## src/rtl/core/bdlp_pkg.sv

```systemverilog
// ----------------------------------------------------------------------------
// bdlp_pkg
// types, codes and constants shared by the button debouncer with
// long-press repeat
// ----------------------------------------------------------------------------
`default_nettype none

package bdlp_pkg;

    // number of buttons kept in the state memory
    localparam int BUTTONS = 8;
    localparam int ADDR_W  = (BUTTONS > 1) ? $clog2(BUTTONS) : 1;

    localparam int BTN_W  = 3;
    localparam int TIME_W = 32;
    localparam int HIST_W = 16;
    localparam int MS_W   = 16;
    localparam int EV_W   = 2;

    // event codes
    localparam logic [EV_W-1:0] EV_DOWN = 2'd0;
    localparam logic [EV_W-1:0] EV_UP   = 2'd1;
    localparam logic [EV_W-1:0] EV_HELD = 2'd2;

    // configuration register indexes
    localparam int CFG_IDX_W = 2;
    localparam logic [CFG_IDX_W-1:0] CFG_ACTIVE_LOW = 2'd0;
    localparam logic [CFG_IDX_W-1:0] CFG_LONG_PRESS = 2'd1;
    localparam logic [CFG_IDX_W-1:0] CFG_REPEAT     = 2'd2;

    // configuration reset values
    localparam logic            RST_ACTIVE_LOW = 1'b1;
    localparam logic [MS_W-1:0] RST_LONG_PRESS = 16'd2000;
    localparam logic [MS_W-1:0] RST_REPEAT     = 16'd50;

    // edge patterns on the sample history
    localparam logic [HIST_W-1:0] EDGE_MASK  = 16'b1111000000111111;
    localparam logic [HIST_W-1:0] RISE_PAT   = 16'b0000000000111111;
    localparam logic [HIST_W-1:0] FALL_PAT   = 16'b1111000000000000;
    localparam logic [HIST_W-1:0] HIST_ONES  = 16'hffff;
    localparam logic [HIST_W-1:0] HIST_ZEROS = 16'h0000;

    typedef struct packed {
        logic [BTN_W-1:0]  button;
        logic              level;
        logic [TIME_W-1:0] now_ms;
    } t_in;

    typedef struct packed {
        logic [BTN_W-1:0] button_out;
        logic [EV_W-1:0]  event_res;
    } t_out;

    // one entry of the per-button state memory
    typedef struct packed {
        logic [HIST_W-1:0] history;
        logic              pressed;
        logic [TIME_W-1:0] hold_deadline;
    } t_state;

    typedef struct packed {
        logic            active_low;
        logic [MS_W-1:0] long_press_ms;
        logic [MS_W-1:0] repeat_ms;
    } t_cfg;

    typedef struct packed {
        logic            vld;
        logic [EV_W-1:0] kind;
    } t_evt;

    // state of a button that was never written
    localparam t_state RST_STATE = '{history: HIST_ONES, pressed: 1'b0,
                                     hold_deadline: '0};

endpackage

`default_nettype wire

```

## src/rtl/core/bdlp_update.sv

```systemverilog
// ----------------------------------------------------------------------------
// bdlp_update
// per-button read-modify-write step: shift, edge match, held deadline
// ----------------------------------------------------------------------------
`default_nettype none

module bdlp_update (
    input  var bdlp_pkg::t_state           i_cur,
    input  var logic                       i_level,
    input  var logic [bdlp_pkg::TIME_W-1:0] i_now_ms,
    input  var bdlp_pkg::t_cfg             i_cfg,
    output bdlp_pkg::t_state               o_nxt,
    output bdlp_pkg::t_evt                 o_evt
);

    logic [bdlp_pkg::HIST_W-1:0] hist_sh;
    logic rise;
    logic fall;
    logic press;
    logic release_hit;
    logic held;
    logic [bdlp_pkg::HIST_W-1:0] snap;

    assign hist_sh     = {i_cur.history[bdlp_pkg::HIST_W-2:0], i_level};
    assign rise        = (hist_sh & bdlp_pkg::EDGE_MASK) == bdlp_pkg::RISE_PAT;
    assign fall        = (hist_sh & bdlp_pkg::EDGE_MASK) == bdlp_pkg::FALL_PAT;
    assign press       = i_cfg.active_low ? fall : rise;
    assign release_hit = i_cfg.active_low ? rise : fall;
    assign held        = i_cur.pressed && (i_now_ms >= i_cur.hold_deadline);
    // rise snaps to all ones, fall to all zeros
    assign snap        = rise ? bdlp_pkg::HIST_ONES : bdlp_pkg::HIST_ZEROS;

    always_comb begin
        o_nxt         = i_cur;
        o_nxt.history = hist_sh;
        o_evt.vld     = 1'b0;
        o_evt.kind    = bdlp_pkg::EV_DOWN;
        if (held) begin
            // held wins, history is not snapped
            o_nxt.hold_deadline = i_cur.hold_deadline
                                + bdlp_pkg::TIME_W'(i_cfg.repeat_ms);
            o_evt.vld  = 1'b1;
            o_evt.kind = bdlp_pkg::EV_HELD;
        end else if (press) begin
            // snapped history never matches the release pattern
            o_nxt.history = snap;
            if (!i_cur.pressed) begin
                o_nxt.pressed       = 1'b1;
                o_nxt.hold_deadline = i_now_ms
                                    + bdlp_pkg::TIME_W'(i_cfg.long_press_ms);
                o_evt.vld  = 1'b1;
                o_evt.kind = bdlp_pkg::EV_DOWN;
            end
        end else if (release_hit) begin
            o_nxt.history = snap;
            o_nxt.pressed = 1'b0;
            o_evt.vld     = 1'b1;
            o_evt.kind    = bdlp_pkg::EV_UP;
        end
    end

endmodule

`default_nettype wire

```

## src/rtl/core/button_debounce_long_press.sv

```systemverilog
// ----------------------------------------------------------------------------
// button_debounce_long_press
// shift-register button debouncer with down, up and repeated held events,
// per-button state kept in a synchronous memory
// ----------------------------------------------------------------------------
//
//  channel   direction  handshake              payload
//  -------   ---------  ---------------------  ---------------------------
//  input     in         i_valid / o_ready      i_data  (button, level, now_ms)
//  output    out        o_valid / i_ready      o_data  (button_out, event_res)
//  config    in         i_cfg_we (no wait)     i_cfg_idx, i_cfg_data
//
//  one request per cycle sustained while the output is not stalled; a request
//  whose sample makes an event shows it on o_valid through the output register
//  the rate is set by the state memory: read at accept, modify and write
//  back in the update stage, with the last write forwarded for the same button
//  reset clears the valid bits of the state memory, the pipeline and the
//  output register, and loads the configuration defaults
//  a stalled output holds the stage behind it; one more request is still
//  taken while a finished event waits
//
`default_nettype none

module button_debounce_long_press (
    input  var logic                          i_clk,
    input  var logic                          i_rst_n,
    input  var logic                          i_valid,
    output logic                              o_ready,
    input  var bdlp_pkg::t_in                 i_data,
    output logic                              o_valid,
    input  var logic                          i_ready,
    output bdlp_pkg::t_out                    o_data,
    input  var logic                          i_cfg_we,
    input  var logic [bdlp_pkg::CFG_IDX_W-1:0] i_cfg_idx,
    input  var logic [bdlp_pkg::MS_W-1:0]     i_cfg_data
);

    // configuration registers
    bdlp_pkg::t_cfg r_cfg;

    // state memory and its valid bits
    bdlp_pkg::t_state              mem [bdlp_pkg::BUTTONS];
    bdlp_pkg::t_state              r_rd_data;
    logic [bdlp_pkg::BUTTONS-1:0]  r_vld;

    // update stage
    logic                          r_s1_vld;
    logic                          r_s1_inr;
    logic                          r_s1_fwd;
    logic [bdlp_pkg::ADDR_W-1:0]   r_s1_addr;
    logic [bdlp_pkg::BTN_W-1:0]    r_s1_button;
    logic                          r_s1_level;
    logic [bdlp_pkg::TIME_W-1:0]   r_s1_now;
    bdlp_pkg::t_state              r_fwd_data;

    // output register
    logic                          r_out_vld;
    bdlp_pkg::t_out                r_out;

    logic                          in_acc;
    logic                          s1_go;
    logic                          s1_fire;
    logic                          s1_wr;
    logic                          in_range;
    logic [bdlp_pkg::ADDR_W-1:0]   rd_addr;
    bdlp_pkg::t_state              cur;
    bdlp_pkg::t_state              upd;
    bdlp_pkg::t_evt                evt;
    logic                          n_out_vld;

    // handshake and stage control
    assign s1_go    = !r_out_vld || i_ready;
    assign s1_fire  = r_s1_vld && s1_go;
    assign s1_wr    = s1_fire && r_s1_inr;
    assign o_ready  = !r_s1_vld || s1_go;
    assign in_acc   = i_valid && o_ready;
    assign rd_addr  = bdlp_pkg::ADDR_W'(i_data.button);
    // indexes past the last button are dropped without touching state
    assign in_range = 32'(i_data.button) < bdlp_pkg::BUTTONS;

    // configuration writes, unknown indexes ignored
    always_ff @(posedge i_clk) begin
        if (!i_rst_n) begin
            r_cfg.active_low    <= bdlp_pkg::RST_ACTIVE_LOW;
            r_cfg.long_press_ms <= bdlp_pkg::RST_LONG_PRESS;
            r_cfg.repeat_ms     <= bdlp_pkg::RST_REPEAT;
        end else if (i_cfg_we) begin
            case (i_cfg_idx)
                bdlp_pkg::CFG_ACTIVE_LOW: r_cfg.active_low    <= i_cfg_data[0];
                bdlp_pkg::CFG_LONG_PRESS: r_cfg.long_press_ms <= i_cfg_data;
                bdlp_pkg::CFG_REPEAT:     r_cfg.repeat_ms     <= i_cfg_data;
                default: ;
            endcase
        end
    end

    // state memory: write-back from the update stage, read at accept
    always_ff @(posedge i_clk) begin
        if (s1_wr) begin
            mem[r_s1_addr] <= upd;
        end
    end

    always_ff @(posedge i_clk) begin
        if (in_acc) begin
            r_rd_data <= mem[rd_addr];
        end
    end

    // an entry never written reads as the reset state
    always_ff @(posedge i_clk) begin
        if (!i_rst_n) begin
            r_vld <= '0;
        end else if (s1_wr) begin
            r_vld[r_s1_addr] <= 1'b1;
        end
    end

    // update stage registers
    always_ff @(posedge i_clk) begin
        if (!i_rst_n) begin
            r_s1_vld <= 1'b0;
            r_s1_fwd <= 1'b0;
        end else if (in_acc) begin
            r_s1_vld <= 1'b1;
            // the write at this edge is missed by the read of the same entry
            r_s1_fwd <= s1_wr && (r_s1_addr == rd_addr);
        end else if (s1_fire) begin
            r_s1_vld <= 1'b0;
            r_s1_fwd <= 1'b0;
        end
    end

    always_ff @(posedge i_clk) begin
        if (in_acc) begin
            r_s1_inr    <= in_range;
            r_s1_addr   <= rd_addr;
            r_s1_button <= i_data.button;
            r_s1_level  <= i_data.level;
            r_s1_now    <= i_data.now_ms;
        end
        if (s1_wr) begin
            r_fwd_data <= upd;
        end
    end

    // pick the freshest copy of this button's state
    always_comb begin
        if (r_s1_fwd) begin
            cur = r_fwd_data;
        end else if (r_vld[r_s1_addr]) begin
            cur = r_rd_data;
        end else begin
            cur = bdlp_pkg::RST_STATE;
        end
    end

    bdlp_update u_update (
        .i_cur    (cur),
        .i_level  (r_s1_level),
        .i_now_ms (r_s1_now),
        .i_cfg    (r_cfg),
        .o_nxt    (upd),
        .o_evt    (evt)
    );

    // output register
    always_comb begin
        n_out_vld = r_out_vld && !i_ready;
        if (s1_fire && r_s1_inr && evt.vld) begin
            n_out_vld = 1'b1;
        end
    end

    always_ff @(posedge i_clk) begin
        if (!i_rst_n) begin
            r_out_vld <= 1'b0;
        end else begin
            r_out_vld <= n_out_vld;
        end
    end

    always_ff @(posedge i_clk) begin
        if (s1_fire && r_s1_inr && evt.vld) begin
            r_out.button_out <= r_s1_button;
            r_out.event_res  <= evt.kind;
        end
    end

    assign o_valid = r_out_vld;
    assign o_data  = r_out;

    // a stalled request in the update stage is neither lost nor moved
    a_s1_hold: assert property (@(posedge i_clk) disable iff (!i_rst_n)
        r_s1_vld && !s1_go |=> r_s1_vld && $stable(r_s1_addr) && $stable(r_s1_now))
        else $error("update stage lost a stalled request");

    // a written entry is valid from then on
    a_vld_set: assert property (@(posedge i_clk) disable iff (!i_rst_n)
        s1_wr |=> r_vld[$past(r_s1_addr)])
        else $error("written state entry not marked valid");

    // down always leaves the button pressed, up always released
    a_down_up: assert property (@(posedge i_clk) disable iff (!i_rst_n)
        s1_fire && evt.vld && (evt.kind == bdlp_pkg::EV_DOWN || evt.kind == bdlp_pkg::EV_UP)
        |-> upd.pressed == (evt.kind == bdlp_pkg::EV_DOWN))
        else $error("pressed flag disagrees with event");

    // held only fires on a pressed button
    a_held: assert property (@(posedge i_clk) disable iff (!i_rst_n)
        s1_fire && evt.vld && evt.kind == bdlp_pkg::EV_HELD |-> cur.pressed && upd.pressed)
        else $error("held event on a released button");

endmodule

`default_nettype wire
```

## config.mk

```make
export PLATFORM = sky130hd
export DESIGN_NAME = button_debounce_long_press
export DESIGN_NICKNAME = d
export VERILOG_FILES = /design/src/rtl/core/bdlp_pkg.sv /design/src/rtl/core/bdlp_update.sv /design/src/rtl/core/button_debounce_long_press.sv
export SDC_FILE = /design/constraint.sdc
export NUM_CORES = 1
export LEC_CHECK = 0
export BUFFER_PORTS_ARGS = -buffer_cell sky130_fd_sc_hd__buf_4
export CAP_MARGIN = 20
export CORE_MARGIN = 3
export CORE_UTILIZATION = 55
export CTS_CLUSTER_DIAMETER = 80
export DETAILED_ROUTE_END_ITERATION = 10
export GPL_TIMING_DRIVEN = 0
export HOLD_SLACK_MARGIN = 0.05
export MAX_ROUTING_LAYER = met4
export PLACE_DENSITY = 0.72
export SLEW_MARGIN = 5
export SYNTH_ARGS = -nofsm -noshare
export SYNTH_HDL_FRONTEND = slang
export SYNTH_SLANG_ARGS = --single-unit
export TNS_END_PERCENT = 20
```

## constraint.sdc

```tcl
create_clock -name i_clk -period 7.55 [get_ports i_clk]
set_input_delay 0.755 -clock i_clk [delete_from_list [all_inputs] [get_ports i_clk]]
set_output_delay 0.755 -clock i_clk [all_outputs]
set_load 0.02 [all_outputs]
```

==> results.yml, run 1 <==
run_status:
  outcome: "finished, final reports clean"
critical_path:
  arrival_ns: 7.59
  max_stage_delay_ns: 0.79
  r2r-start: "r_s1_button[1]$_DFFE_PP_"
  timing.rr.end: "mem[5][11]$_DFFE_PP_"
  cp_data_required_time_ns: 7.83
  reg2reg_depth: 19
  worstSetupEndpointType: "flip-flop"
  start_kind: "flip-flop"
  cpMaxStageDelayCell: "o221ai_1"
  cp_max_fo: 10
  cp_cell_sequence: "buf_2 -> nand2b_4 -> o22ai_4 -> or2_2 -> clkbuf_1 -> clkbuf_1 -> nand2_1 -> o21ai_0 -> inv_1 -> ha_1 -> nand4_1 -> nor3_1 -> o211ai_1 -> nor4bb_1 -> o31ai_1 -> buf_2 -> buf_1 -> buf_1 -> o221ai_1"
  path_class: "flip-flop to flip-flop"
  r2r_slack_ns: 0.23
clock_network:
  cts_hold_buf: 0
  htree_levels: 2
  clockRootBuffer: "clkbuf_16"
  cts.path.max_buffers: 3
  clk_pin_slew_ns: 0.06
  post_cts_buffers: 0
  clock-sinks: 565
  insertion_delay_ns: 0.61
  numCtsBuffers: 55
  tritoncts: "done"
detailed_routing:
  antenna_left: 0
  via_per_inst: 6.22
  drc_errors: 0
  avgRoutedWirePerCell_um: 25.8
  wirelength_mm: 62.6
  first_iter_violations: 1472
  routed-via-count: 15099
  drt_pre_antenna_iters: 7
cells_and_area:
  regArea_um2: 16500
  fin_nets: 1911
  fillers: 3142
  area_growth_pct: 14.9
  multi_input_area_um2: 7960
  stdcell_count: 2429
  fin_util: 0.644
  drive_gt1_frac: 0.213
floorplanning:
  start_util: 0.560
  die_y_um: 219
  ios: 66
  core_region_area_um2: 44400
  fp.dieW_um: 219
  rows: 77
  dieArea_um2: 47800
worst_hold_path:
  hp-class: "input pin to flip-flop"
  min_from: "i_data[29]"
  worst_hold_path.endpoint: "r_s1_now[29]$_DFFE_PP_"
  whs_path_depth: 1
power:
  pwr-share-seq: 0.523
  swShare: 0.216
  p_comb_frac: 0.068
  p_int_uw: 5270
  ir_drop_uv: 191
  powerDensity_nw_per_um2: 235
  p_clk_frac: 0.410
  power.leakage_uw: 0.00933
  netSwitchingPower_uw: 1460
placed_design:
  dp_hpwl_mm: 44.0
  place_ws_ns: -0.360
  gp_congestion: 0.915
  place_inst: 2319
  portBuffers: 64
synth:
  synth.top_cell.area_share: 0.629
  ys_seq_elements: 565
  avgSynthCellArea_um2: 15.3
  ys_async_sr_fraction: 0
  synthesis.area_um2: 24900
  synth_area_leader_cell: "edfxtp_1"
  synth_cell_type_count: 75
  syn_inst: 1622
  synth_edf_count: 521
  seq_area_frac_synth: 0.664
  yosys-top-cells-area: "edfxtp_1 (63%), mux4_2 (8.7%), dfxtp_1 (3.5%), ha_1 (3.1%), mux2_2 (2.3%)"
  yosys_most_used_dff: "edfxtp_1"
  yosys_warnings: 0
  synth_fp_nets: 1745
global_route:
  grt_usage: 0.274
  grt_pass1_wl_mm: 93.6
  antenna_found_initial: 3
  grt_max_degree: 60
  grt-ovfl-total: 0
  grt_pass1_vias: 15166
sta:
  finClkSkew_ns: 0.0234
  setup_ws_ns: 0.234
  slew_viol_final: 0
  maxSlewHeadroom: 0.214
  finalHoldViolCount: 0
  fmax_mhz: 137
  worstMarginPinSlew_ns: 1.17
  finalCriticalPeriod_ns: 7.32
  rsz0062_at_grt: "yes"
  fin_crit_sh: 0.969
  setup_violations: 0
flow_run:
  cap_violations: 0
## timing repair
item,CTS,global route
cloned,0,0
endpoints found under the setup margin,72,252
gates resized for setup,6,9
hold endpoints to repair,0,0
## final cells by class
type                       instances  share of cell area
antenna                            4            0.000350
buffer                            74              0.0109
clock buffer                      67              0.0508
clock inverter                    35              0.0130
inverter                          45             0.00600
multi-input combinational        938               0.278
sequential                       565               0.578
tap                              592              0.0259
timing repair buffer             109              0.0366
## worst max-delay path by stage
stage          slack, ns                startpoint  cells after the start              endpoint
2_1_floorplan       1.34                   i_ready                      3   mem[0][0]$_DFFE_PP_
3_3_place_gp       -3.59                   i_ready                      4  mem[0][23]$_DFFE_PP_
3_5_place_dp       -0.36     r_s1_fwd$_SDFFE_PN0P_                     21  mem[6][19]$_DFFE_PP_
4_1_cts             0.07     r_s1_fwd$_SDFFE_PN0P_                     21  mem[1][20]$_DFFE_PP_
5_1_grt            -0.05  r_s1_button[2]$_DFFE_PP_                     19   mem[0][1]$_DFFE_PP_
6_report            0.23  r_s1_button[1]$_DFFE_PP_                     19  mem[5][11]$_DFFE_PP_
## sequential cells by signal (all words and copies together) (netlist names)
name         cells
r_s1_now        32
mem            384
r_s1_fwd         1
r_s1_vld         1
r_fwd_data      48
r_s1_level       1
r_cfg           33
o_valid          1
o_data           5
r_rd_data       48
r_s1_button      3
r_vld            8
## layout by cell type (no fill, tap or decap), drive strengths merged, types with 17 or more instances in the layout
master and count:
edfxtp 521, nand2 147, mux4 96, xnor2 25
a21boi 26, clkinv 21, o21ai 80, mux2i 18
dfxtp 44, xor2 17, mux2 52, and3 21
nand3 35, a21oi 64, inv 47, nor3 24
ha 62, nor2 53, buf 140, clkbuf 110
## worst max-delay path: cells and delay by family, from the launching register on
| family | cells | cell delay [ns] |
|---|---|---|
| AO/OA/AOI/OAI | 5 | 2.05 |
| buffers and inverters | 7 | 2.44 |
| flip-flops | 1 | 0.41 |
| adder cells (fa/ha/maj) | 1 | 0.31 |
| AND/OR/NAND/NOR | 6 | 1.76 |
## stage by stage
step                hold WS (ns)  power [µW]  TNS, ns  area [µm²]
floorplan                  0.421        3860        0       24900
global placement           0.446        4010  -445.29       26100
detailed placement         0.447        4030   -10.43       26700
CTS                        0.299        6760        0       28500
global route               0.306        6940    -1.08       28600
finish                     0.327        6730        0       28600
## cells in the mapped netlist, drive strengths merged, types with 7 or more instances
cell    number
nor3        24
nand2b      14
nor4         8
clkbuf      43
nand3       35
a21oi       64
mux2        52
a21o        12
o211ai      16
or3         16
a211oi      10
nand4       13
a21boi      26
buf         31
o21a        16
xor2        17
inv         45
and2        14
mux2i       18
a31oi        7
a22oi        9
ha          62
nor2b       11
nor2        53
xnor2       25
o21ai       80
mux4        96
edfxtp     521
dfxtp       44
and3        21
nand2      147
## power by group through the flow
| stage | clock network (µW) | logic (µW) | registers [µW] |
|---|---|---|---|
| after global placement | 0 | 420 | 3590 |
| final | 2760 | 455 | 3520 |
| after CTS | 2790 | 452 | 3520 |
| after detailed placement | 0 | 447 | 3580 |
| after floorplan | 0 | 286 | 3570 |
| after global routing | 2930 | 496 | 3520 |
## cell families (layout without fill, tap and decap cells)
kind of cell               after synthesis  after routing  share of synthesized area
AOI/OAI and AO/OA                      295            295                     0.0794
xor gates and xnor gates                42             42                     0.0148
adders and majority gates               64             64                     0.0328
buffers and inverters                  119            330                     0.0192
DFF                                    565            565                      0.664
muxes                                  166            166                      0.118
other                                    0              4                          0
and+or+nand+nor                        371            371                     0.0717
## routing by layer
metal / up-vias / global-route usage / wire, µm
li1: 6713 / - / -
met1: 7593 / 0.369 / 26100
met2: 676 / 0.432 / 29900
met3: 117 / 0.0537 / 4920
met4: 0 / 0.0784 / 1710
met5: - / - / 0
Power figures use the tool's default switching activity.
==> run 2: changes to the inputs <==
CORE_UTILIZATION = 49   (was 55)
CTS_CLUSTER_DIAMETER = unset   (was 80)
PLACE_DENSITY = 0.68   (was 0.72)
clock period = 6.7 ns   (was 7.55 ns; I/O delays follow)
==> run 2 against run 1 <==
Setup slack worse by 0.081 ns; global-route usage is 2.3 points lower; worst hold slack worse by 0.11 ns; total power is 15% higher; clock skew is 0.00083 ns lower; register-to-register slack worse by 0.08 ns; core utilization is 6.1 points lower; clock-buffer cell count is 2 higher; critical path type unchanged.
==> results.yml, run 2 (synthesized netlist as in run 1, its figures left out) <==
critical_path:
  cp_max_fo: 19
  start_kind: "flip-flop"
  arrival_ns: 6.90
  worstSetupEndpointType: "flip-flop"
  cp_data_required_time_ns: 7.05
  path_class: "flip-flop to flip-flop"
global_route:
  grt_usage: 0.251
  grt-ovfl-total: 0
  grt_max_degree: 51
  grt_pass1_vias: 15266
  grt_pass1_wl_mm: 96.5
  antenna_found_initial: 3
placed_design:
  place_ws_ns: -1.45
  gp_congestion: 0.905
  dp_hpwl_mm: 45.3
  portBuffers: 64
cells_and_area:
  fillers: 3748
  largest_registers: "mem: 384 flops, r_fwd_data: 48 flops, r_rd_data: 48 flops"
  largest_reg_flops: 384
  drive_gt1_frac: 0.225
  final_common_cell: "edfxtp_1"
  regMostFlops: "mem"
  fin_nets: 1913
  mostFrequentLayoutCells: "edfxtp_1 (521), nand2_1 (147), mux4_2 (96)"
  area_growth_pct: 16.1
  fin_util: 0.583
clock_network:
  insertion_delay_ns: 0.63
  cts-resized-gates: 42
  post_cts_buffers: 0
  numCtsBuffers: 57
  clk_pin_slew_ns: 0.06
  htree_levels: 2
  cts_hold_buf: 0
  tritoncts: "done"
  cts.path.max_buffers: 3
  clock-sinks: 565
  clockRootBuffer: "clkbuf_16"
sta:
  setup_violations: 0
  fin_crit_sh: 0.977
  finalCriticalPeriod_ns: 6.55
  fmax_mhz: 153
  rsz0062_at_grt: "no"
  slew_viol_final: 0
  finClkSkew_ns: 0.0226
  worstMarginPinSlew_ns: 1.06
  maxSlewHeadroom: 0.296
  finalHoldViolCount: 0
  setup_ws_ns: 0.153
power:
  netSwitchingPower_uw: 1720
  p_comb_frac: 0.068
  p_int_uw: 6000
  pwr-share-seq: 0.514
  powerDensity_nw_per_um2: 267
  swShare: 0.223
  p_clk_frac: 0.418
  power.leakage_uw: 0.00939
  ir_drop_uv: 223
detailed_routing:
  antenna_left: 0
  wirelength_mm: 64.6
  routed-via-count: 15108
  drt_pre_antenna_iters: 5
  drc_errors: 0
  via_per_inst: 6.03
  avgRoutedWirePerCell_um: 25.8
  first_iter_violations: 1542
worst_hold_path:
  hp-class: "input pin to flip-flop"
run_status:
  outcome: "finished, final reports clean"
floorplanning:
  ios: 66
  rows: 81
  dieArea_um2: 53500
  start_util: 0.502
  core_region_area_um2: 49600
  die_y_um: 231
  fp.dieW_um: 231
flow_run:
  cap_violations: 0
## run 2: changes by cell type in the layout (fill, tap and decap cells not counted), sizes merged
cell	delta
clkinvlp	-3
clkinv	+7
diode	-1
clkbuf	+1
clkdlybuf4s15	+1
inv	-1
## run 2: cell type report
| type | instances | area (µm²) | share of cell area |
|---|---|---|---|
| inverters | 45 | 171 | 0.00593 |
| plain buffers | 72 | 315 | 0.0109 |
| flip-flops and latches | 565 | 16500 | 0.572 |
| clock buffers | 69 | 1490 | 0.0517 |
| repair buffers | 111 | 993 | 0.0344 |
| diodes | 3 | 7.51 | 0.000260 |
| multi-input cells | 938 | 8130 | 0.281 |
| well taps | 664 | 831 | 0.0288 |
| clock inverters | 38 | 415 | 0.0144 |
## run 2: power by group through the flow
stage | registers [µW] | clock network [µW] | logic, µW
after global routing | 3970 | 3410 | 573
after detailed placement | 4040 | 0 | 511
after global placement | 4050 | 0 | 481
after floorplan | 4030 | 0 | 323
after CTS | 3970 | 3270 | 521
final | 3970 | 3220 | 527
## run 2: critical path, cell delays in order (launching register included)
cell and delay, ns:
dfxtp_1 0.35, buf_2 0.26, buf_2 0.37, buf_2 0.34, buf_2 0.38, clkbuf_2 0.39
clkbuf_2 0.40, nand2_1 0.11, o21ai_1 0.28, inv_1 0.10, ha_1 0.31, nand4_1 0.17
nor3_2 0.34, o211ai_1 0.19, nor4bb_4 0.48, o31ai_1 0.13, buf_2 0.25, nand2_1 0.19
buf_2 0.35, o21ai_0 0.24, a221oi_4 0.57
## run 2: through the flow
stage / setup TNS [ns] / cells / instance area (µm²) / power [µW] / hold WS (ns)
finish: 0 / 2505 / 28900 / 7720 / 0.214
CTS: 0 / 2499 / 28800 / 7760 / 0.182
floorplan: 0 / 1622 / 24900 / 4350 / 0.421
detailed placement: -378.93 / 2394 / 26700 / 4550 / 0.434
global placement: -1235.42 / 2350 / 26200 / 4530 / 0.445
global route: 0 / 2505 / 28900 / 7960 / 0.185
## run 2: final timing paths
check	start	end	slack [ns]	cells past startpoint
hold reg to reg	r_vld[1]$_SDFFE_PN0P_	r_vld[1]$_SDFFE_PN0P_	0.46	1
setup reg to reg	r_s1_fwd$_SDFFE_PN0P_	mem[1][19]$_DFFE_PP_	0.15	20
setup / recovery	r_s1_fwd$_SDFFE_PN0P_	mem[1][19]$_DFFE_PP_	0.15	20
hold / removal	i_data[32]	r_s1_level$_DFFE_PP_	0.21	1
## run 2: layer usage
metal  vias up  track usage  routed length, µm
li1       6724            -                  -
met5         -            -                  0
met1      7623        0.347              27400
met2       658        0.378              29700
met3       103       0.0617               5900
met4         0       0.0653               1660
==> run 3: changes to the inputs <==
==> constraint.sdc (replaced) <==
create_clock -name i_clk -period 6.7 [get_ports i_clk]
set_input_delay 0.335 -clock i_clk [delete_from_list [all_inputs] [get_ports i_clk]]
set_output_delay 0.335 -clock i_clk [all_outputs]
set_load 0.02 [all_outputs]
==> run 3 against run 2 <==
Wire length up 0.82%; non-clock buffer count up 57; global-route usage up 0.27 points; setup slack better by 0.0029 ns; highest routed layer unchanged; total power up 0.32%; sequential cell count unchanged.
==> results.yml, run 3 (synthesized netlist as in run 1, its figures left out) <==
placed_design:
  gp_congestion: 0.905
  place_inst: 2394
  portBuffers: 64
  dp_hpwl_mm: 45.3
  place_ws_ns: -1.45
global_route:
  grt_max_degree: 51
  grt_pass1_wl_mm: 97.6
  grt_usage: 0.254
  grt-ovfl-total: 0
  grt_pass1_vias: 15543
  antenna_found_initial: 3
critical_path:
  path_class: "flip-flop to flip-flop"
  cp_data_required_time_ns: 7.05
  cp_cell_sequence: "buf_2 -> buf_2 -> buf_2 -> buf_2 -> clkbuf_2 -> clkbuf_2 -> nand2_1 -> o21ai_1 -> inv_1 -> ha_1 -> nand4_1 -> nor3_2 -> o211ai_1 -> nor4bb_4 -> o31ai_1 -> buf_2 -> nand2_1 -> buf_2 -> o21ai_0 -> a221oi_4"
  start_kind: "flip-flop"
  path_buf_inv: 9
  arrival_ns: 6.90
  crit_top_cell: "buf_2"
  max_stage_delay_ns: 0.56
  critPathTopFamily: "buffers and inverters"
  cp_max_fo: 19
  cpMaxStageDelayCell: "a221oi_4"
  worstSetupEndpointType: "flip-flop"
floorplanning:
  dieArea_um2: 53500
  start_util: 0.502
  fp.dieW_um: 231
  rows: 81
  core_region_area_um2: 49600
  ios: 66
  die_y_um: 231
sta:
  fmax_mhz: 153
  finClkSkew_ns: 0.0232
  setup_ws_ns: 0.156
  maxSlewHeadroom: 0.324
  setup-tns-final_ns: 0
  rsz0062_at_grt: "no"
  finalHoldViolCount: 0
  finalCriticalPeriod_ns: 6.54
  setup_violations: 0
  fin_crit_sh: 0.977
  slew_viol_final: 0
  worstMarginPinSlew_ns: 1.01
detailed_routing:
  first_iter_violations: 1486
  antenna_left: 0
  wirelength_mm: 65.2
  drc_errors: 0
  avgRoutedWirePerCell_um: 25.4
  via_per_inst: 6.02
  drt_pre_antenna_iters: 5
  routed-via-count: 15423
cells_and_area:
  mostFrequentLayoutCells: "edfxtp_1 (521), nand2_1 (147), mux4_2 (96)"
  drive_gt1_frac: 0.218
  largest_registers: "mem: 384 flops, r_fwd_data: 48 flops, r_rd_data: 48 flops"
  fin_nets: 1970
  area_growth_pct: 18.4
  final_common_cell: "edfxtp_1"
  largest_reg_flops: 384
  regMostFlops: "mem"
  fin_util: 0.594
  stdcell_count: 2562
worst_hold_path:
  hp-class: "input pin to flip-flop"
clock_network:
  htree_levels: 2
  tritoncts: "done"
  cts.path.max_buffers: 3
  clockRootBuffer: "clkbuf_16"
  clock-sinks: 565
  numCtsBuffers: 57
  insertion_delay_ns: 0.63
  post_cts_buffers: 0
  clk_pin_slew_ns: 0.06
power:
  power.leakage_uw: 0.00962
  powerDensity_nw_per_um2: 263
  ir_drop_uv: 224
run_status:
  outcome: "finished, final reports clean"
flow_run:
  cap_violations: 0
==> run 3: metal layers <==
metal / global-route usage / part of all wire
met1: 0.348 / 0.42
met2: 0.386 / 0.46
met3: 0.0606 / 0.092
met4: 0.0655 / 0.025
met5: - / 0
==> run 3: path summary, 6_finish.rpt <==
kind,startpoint,end,slack [ns],depth (start not counted)
min,i_rst_n,r_cfg[15]$_SDFFE_PN0P_,0.28,2
min reg2reg,r_s1_button[1]$_DFFE_PP_,o_data[3]$_DFFE_PP_,0.46,0
max reg2reg,r_s1_fwd$_SDFFE_PN0P_,mem[0][19]$_DFFE_PP_,0.16,20
max,r_s1_fwd$_SDFFE_PN0P_,mem[0][19]$_DFFE_PP_,0.16,20
==> run 3: what timing repair did <==
item | 4_1_cts | 5_1_grt
gates resized for setup | 42 | 7
hold endpoints to repair | 71 | 0
hold buffers | 57 | 0
setup endpoints to repair | 386 | 124
==> run 3: final cells by class <==
type / instances / area, µm²
fillers: 3680 / 20100
well taps: 664 / 831
clock inverters: 38 / 415
diodes: 3 / 7.51
flip-flops and latches: 565 / 16500
inverters: 45 / 171
clock buffers: 69 / 1490
plain buffers: 72 / 315
multi-input cells: 938 / 8130
repair buffers: 168 / 1560
==> run 3: worst register-to-register path: cells and delay by family (launching register included) <==
kind / cells / cell delay, ns
AND/OR/NAND/NOR: 5 / 1.30
flip-flops: 1 / 0.35
AO/OA/AOI/OAI: 5 / 1.42
buffers and inverters: 9 / 2.90
adder cells (fa/ha/maj): 1 / 0.31
==> run 3: power by group <==
part / total (µW) / switching (µW) / internal, µW
Clock: 3220 / 1360 / 1860
Sequential: 3970 / 42.7 / 3920
Combinational: 554 / 322 / 231
==> run 3: metrics by stage <==
stage          instance area, µm²  hold WS [ns]  total power, µW
2_1_floorplan               24900         0.421             4350
4_1_cts                     29400         0.213             7780
5_1_grt                     29500         0.251             7990
3_3_place_gp                26200         0.445             4530
3_5_place_dp                26700         0.434             4550
6_report                    29500         0.285             7740
